File: config.mk
export PLATFORM = sky130hd
export DESIGN_NAME = rtnb_prefix_unit
export DESIGN_NICKNAME = d
export VERILOG_FILES = /design/src/rtnb_pkg.sv /design/src/rtnb_prefix_unit.sv
export SDC_FILE = /design/constraint.sdc
export NUM_CORES = 1
export LEC_CHECK = 0
export BUFFER_PORTS_ARGS = -buffer_cell sky130_fd_sc_hd__buf_2
export CAP_MARGIN = 25
export CORE_MARGIN = 2
export CORE_UTILIZATION = 40
export DETAILED_ROUTE_END_ITERATION = 8
export GPL_TIMING_DRIVEN = 0
export PLACE_DENSITY = 0.84
export SYNTH_ARGS = -nofsm -noshare
export SYNTH_HDL_FRONTEND = slang
export SYNTH_SLANG_ARGS = --single-unit
File: constraint.sdc
create_clock -name vclk -period 2.15
set_clock_uncertainty 0.2 [all_clocks]
set_input_delay 0.1075 -clock vclk [all_inputs]
set_output_delay 0.1075 -clock vclk [all_outputs]
set_load 0.05 [all_outputs]
File: src/rtnb_pkg.sv
// Shared types, widths and helpers for the radix tree node builder.
package rtnb_pkg;

	localparam int MAX_LEAVES = 1024;
	localparam int ADDR_W     = $clog2(MAX_LEAVES);
	localparam int CNT_W      = ADDR_W + 1;
	localparam int CODE_W     = 32;
	localparam int LEN_W      = ADDR_W + 2;
	localparam int POS_W      = ADDR_W + 4;
	localparam int DELTA_W    = 8;
	localparam int CLZ_W      = $clog2(CODE_W) + 1;

	localparam logic signed [DELTA_W-1:0] DELTA_NONE = -8'sd1;

	typedef enum logic [0:0] {
		OP_WRITE = 1'b0,
		OP_QUERY = 1'b1
	} op_t;

	typedef enum logic [3:0] {
		S_IDLE,
		S_DIR_R_A,
		S_DIR_R_E,
		S_DIR_L_E,
		S_EXP_A,
		S_EXP_E,
		S_BIN_A,
		S_BIN_E,
		S_NODE_A,
		S_NODE_E,
		S_SPL_A,
		S_SPL_E,
		S_FIN
	} state_t;

	typedef struct packed {
		logic [ADDR_W-1:0] node;
		logic [ADDR_W-1:0] left_child;
		logic              left_is_leaf;
		logic [ADDR_W-1:0] right_child;
		logic              right_is_leaf;
		logic              is_root;
		logic              bad_node;
	} rsp_t;

	// leading zero count, 32 for an all-zero word
	function automatic logic [CLZ_W-1:0] clz32(input logic [CODE_W-1:0] v);
		logic [CLZ_W-1:0] n;
		n = CLZ_W'(CODE_W);
		for (int b = 0; b < CODE_W; b++) begin
			if (v[b]) n = CLZ_W'(CODE_W - 1 - b);
		end
		return n;
	endfunction

endpackage

File: src/rtnb_prefix_unit.sv
// Common-prefix length of two leaves, ties broken by index XOR, -1 out of range.
module rtnb_prefix_unit (
	input  logic [rtnb_pkg::CODE_W-1:0]         code_a,
	input  logic [rtnb_pkg::CODE_W-1:0]         code_b,
	input  logic [rtnb_pkg::ADDR_W-1:0]         idx_a,
	input  logic [rtnb_pkg::ADDR_W-1:0]         idx_b,
	input  logic                                in_range,
	output logic signed [rtnb_pkg::DELTA_W-1:0] delta
);
	import rtnb_pkg::*;

	logic [CODE_W-1:0] x;

	assign x = code_a ^ code_b;

	always_comb begin
		if (!in_range) begin
			delta = DELTA_NONE;
		end else if (x == '0) begin
			delta = DELTA_W'(CODE_W) + DELTA_W'(clz32(CODE_W'(idx_a ^ idx_b)));
		end else begin
			delta = DELTA_W'(clz32(x));
		end
	end

endmodule

==> impl_results.md <==
* Initial Util at between 40 and 50%
* CP max-delay cell: or4_4
* Io pins at 93
* Layout fillers at ~220
* Vert. Die Dim at around 55 um
* Number of synthesis warnings at 0
* Data required, critical path at between 1.5 and 2 ns
* # DRC at 0
* Port bufs at 93
* Psw at roughly 0.00023 W
* FMAX at 473 MHz
* Register area at 0 um2
* Wirelength, routed at ~3400 um
* Mux contribution to synthesized area at 0%
* Netlist Area Pre-Place at between 1000 and 1500 um2
* Crit start category: input port
* Max incr delay on CP at ~0.45 ns
* WL met3 at 173 um
* Largest family of logic cells by synthesized area: XOR/XNOR gates
* Drt wl/cell at 12.5 um
* Antenna violations before repair at 0
* Slew Viols, Final at 0
* Site row count at 18
* Synth Area in XOR/XNOR at between 40% and 50%
* Clock buffers at 0
* Lkg Pwr at 0.846 nW
* Max-cap violations at 0
* Synth Area in Compound Gates at 24.1%
* Synth-to-Final Area Change at 73.5%
* Final Wtd Congestion at a little under 0.8
* Critical path arrival at roughly 1.8 ns
* Post-Synth Simple-Gate Area at between 20% and 30%
* Critical Path Fanout Max at 3
* Total track usage at about a fifth
* Adder-cell share of the synthesized area at 0%
* First-pass GRT wire length at between 5000 and 6000 um
* Tmin final at approximately 2.1 ns
* Critical-path cell list: buf_2 > xnor2_4 > nand4_1 > or4_4 > nand4bb_4 > a311oi_2 > a211o_1 > buf_6
* Sw Ratio at about half
* Full die area at just over 3000 um2
* Int Power at around 0.00022 W
* Tcrit/Tclk final at 98.4%
* Syn nets at 220
* Antenna Nets Post-Route at 0
* Nets at around 330
* Clock group share of total power at 0%
* DR vias at around 1,400
* N_diodes at 0
* Final Hold Violating Endpoints at 0
* Vias per Instance at approximately 5
* Die Wd at 55.4 um
* CP Class: input port to primary output
* Final setup viols at 0
* Power Density at between 200 and 250 nW/um2
* Final Instance Count excl. Fillers at 270
* Slew Limit Headroom at about 76%
* Vias in the first global route at approximately 1,300
* Max layer used: met4
* Cell count after placement at around 260
* Met2 WL post-DR at between 1500 and 2000 um
* Final hold slack at roughly 0.4 ns
* Hold WC Path Type: input port to primary output
* Comb pwr share at 100.0%
* Flop pwr share at 0%
* Synth cell types at 38
* CP Capture Type: primary output
* DR pass1 iterations at 4
* Average size of a mapped cell at just under 8 um2
* Design Power at about 0.00045 W
* Core region area at around 2500 um2
* Layout cell share with drive strength beyond 1 at 52.9%
* Synth Instances at between 100 and 150
* Initial drt markers at 37
* Slew at the pin closest to its max-slew limit at 0.357 ns
* Post-synthesis sequential area ratio at 0%
* Largest net degree at the start of global routing at 9
* Dpl hpwl at roughly 2700 um
* Outcome: finished clean
* Final sequential cell count at 0
* Worst VDD drop at 0.000167 V
* Total grt overflow at 0
* Met1 WL at about 1200 um
-- routing by layer --
metal  global-route usage [%]  vias to the layer above
li1                         -                      704
met1                     21.5                      624
met2                     39.8                       50
met3                     1.87                        4
met4                     2.44                        0
met5                        0                        -
-- cell families (layout without fill, tap and decap cells) --
logic type      Yosys count  after routing
compound gates           36             36
xor+xnor                 48             48
buf+inv                   3            108
simple gates             48             48
-- worst max-delay path, delay by kind of cell --
| family | cells | cell delay [ns] |
|---|---|---|
| AND/OR/NAND/NOR | 3 | 0.83 |
| AO/OA/AOI/OAI | 2 | 0.43 |
| buffers and inverters | 2 | 0.29 |
| XOR/XNOR | 1 | 0.15 |
-- layout by cell type (no fill, tap or decap), types with 2 or more instances in the layout --
cell type	count
o21ai_1	3
a21boi_0	3
o211ai_1	9
a21oi_1	4
xor2_1	16
xnor2_4	7
inv_1	3
a211oi_1	2
xnor2_1	20
xnor2_2	3
o2111ai_1	2
buf_6	10
o21ai_0	3
nand4_1	3
and2b_1	2
nand3_1	3
xor2_2	2
nor2_1	10
a31oi_1	2
nor3_1	3
buf_4	13
nand2_1	13
nand2b_1	4
buf_2	81
-- power by group through the flow --
stage,logic [W],registers (W),clock network (W)
floorplan,0.000247,0,0
global placement,0.000387,0,0
detailed placement,0.000395,0,0
CTS,0.000425,0,0
global route,0.000485,0,0
finish,0.000449,0,0
-- timing repair --
| item | in CTS | in global routing |
|---|---|---|
| pin swaps | 10 | 6 |
| setup buffers | 9 | 3 |
| endpoints found under the setup margin | 1 | 6 |
| resized for setup | 13 | 20 |
| hold buffers | 0 | 0 |
-- final cells by class --
class	count	area [um2]	share of cell area (%)
multi-input combinational	132	1150	62.9
timing repair buffer	105	631	34.4
tap	30	37.5	2.05
inverter	3	11.3	0.615
-- worst paths after layout --
kind | depth (start not counted) | to | from
hold / removal | 3 | delta[5] | in_range
setup / recovery | 8 | delta[0] | code_a[17]
-- per-stage QoR --
step / setup slack [ns] / TNS [ns] / instance area (um2) / utilization (%)
floorplan: -0.0535 / -0.107 / 1140 / -
global placement: -0.107 / -0.107 / 1640 / 65.6
detailed placement: -0.138 / -0.138 / 1640 / 65.6
CTS: -0.0395 / -0.0395 / 1750 / 70.0
global route: -0.0449 / -0.109 / 1830 / 73.3
finish: 0.0345 / 0 / 1830 / 73.3
-- synth_stat cells, types with 2 or more instances --
| cell type | n | area share [%] |
|---|---|---|
| nand3_1 | 3 | 1.4 |
| nand4_1 | 3 | 1.8 |
| o21ai_1 | 4 | 1.9 |
| o211ai_1 | 9 | 6.4 |
| and2b_1 | 2 | 1.4 |
| xnor2_2 | 6 | 9.2 |
| xor2_2 | 2 | 3.1 |
| xor2_1 | 16 | 13 |
| nand2b_1 | 4 | 2.4 |
| nor2_1 | 10 | 3.6 |
| a31oi_1 | 2 | 1.2 |
| o21ai_0 | 3 | 1.4 |
| a21oi_1 | 4 | 1.9 |
| o2111ai_1 | 2 | 1.7 |
| nor3_1 | 3 | 1.4 |
| nand2_1 | 13 | 4.6 |
| a21boi_0 | 3 | 2.1 |
| xnor2_1 | 23 | 19 |
| a211oi_1 | 2 | 1.4 |
| inv_1 | 3 | 1.1 |
Power figures use the tool's default switching activity.
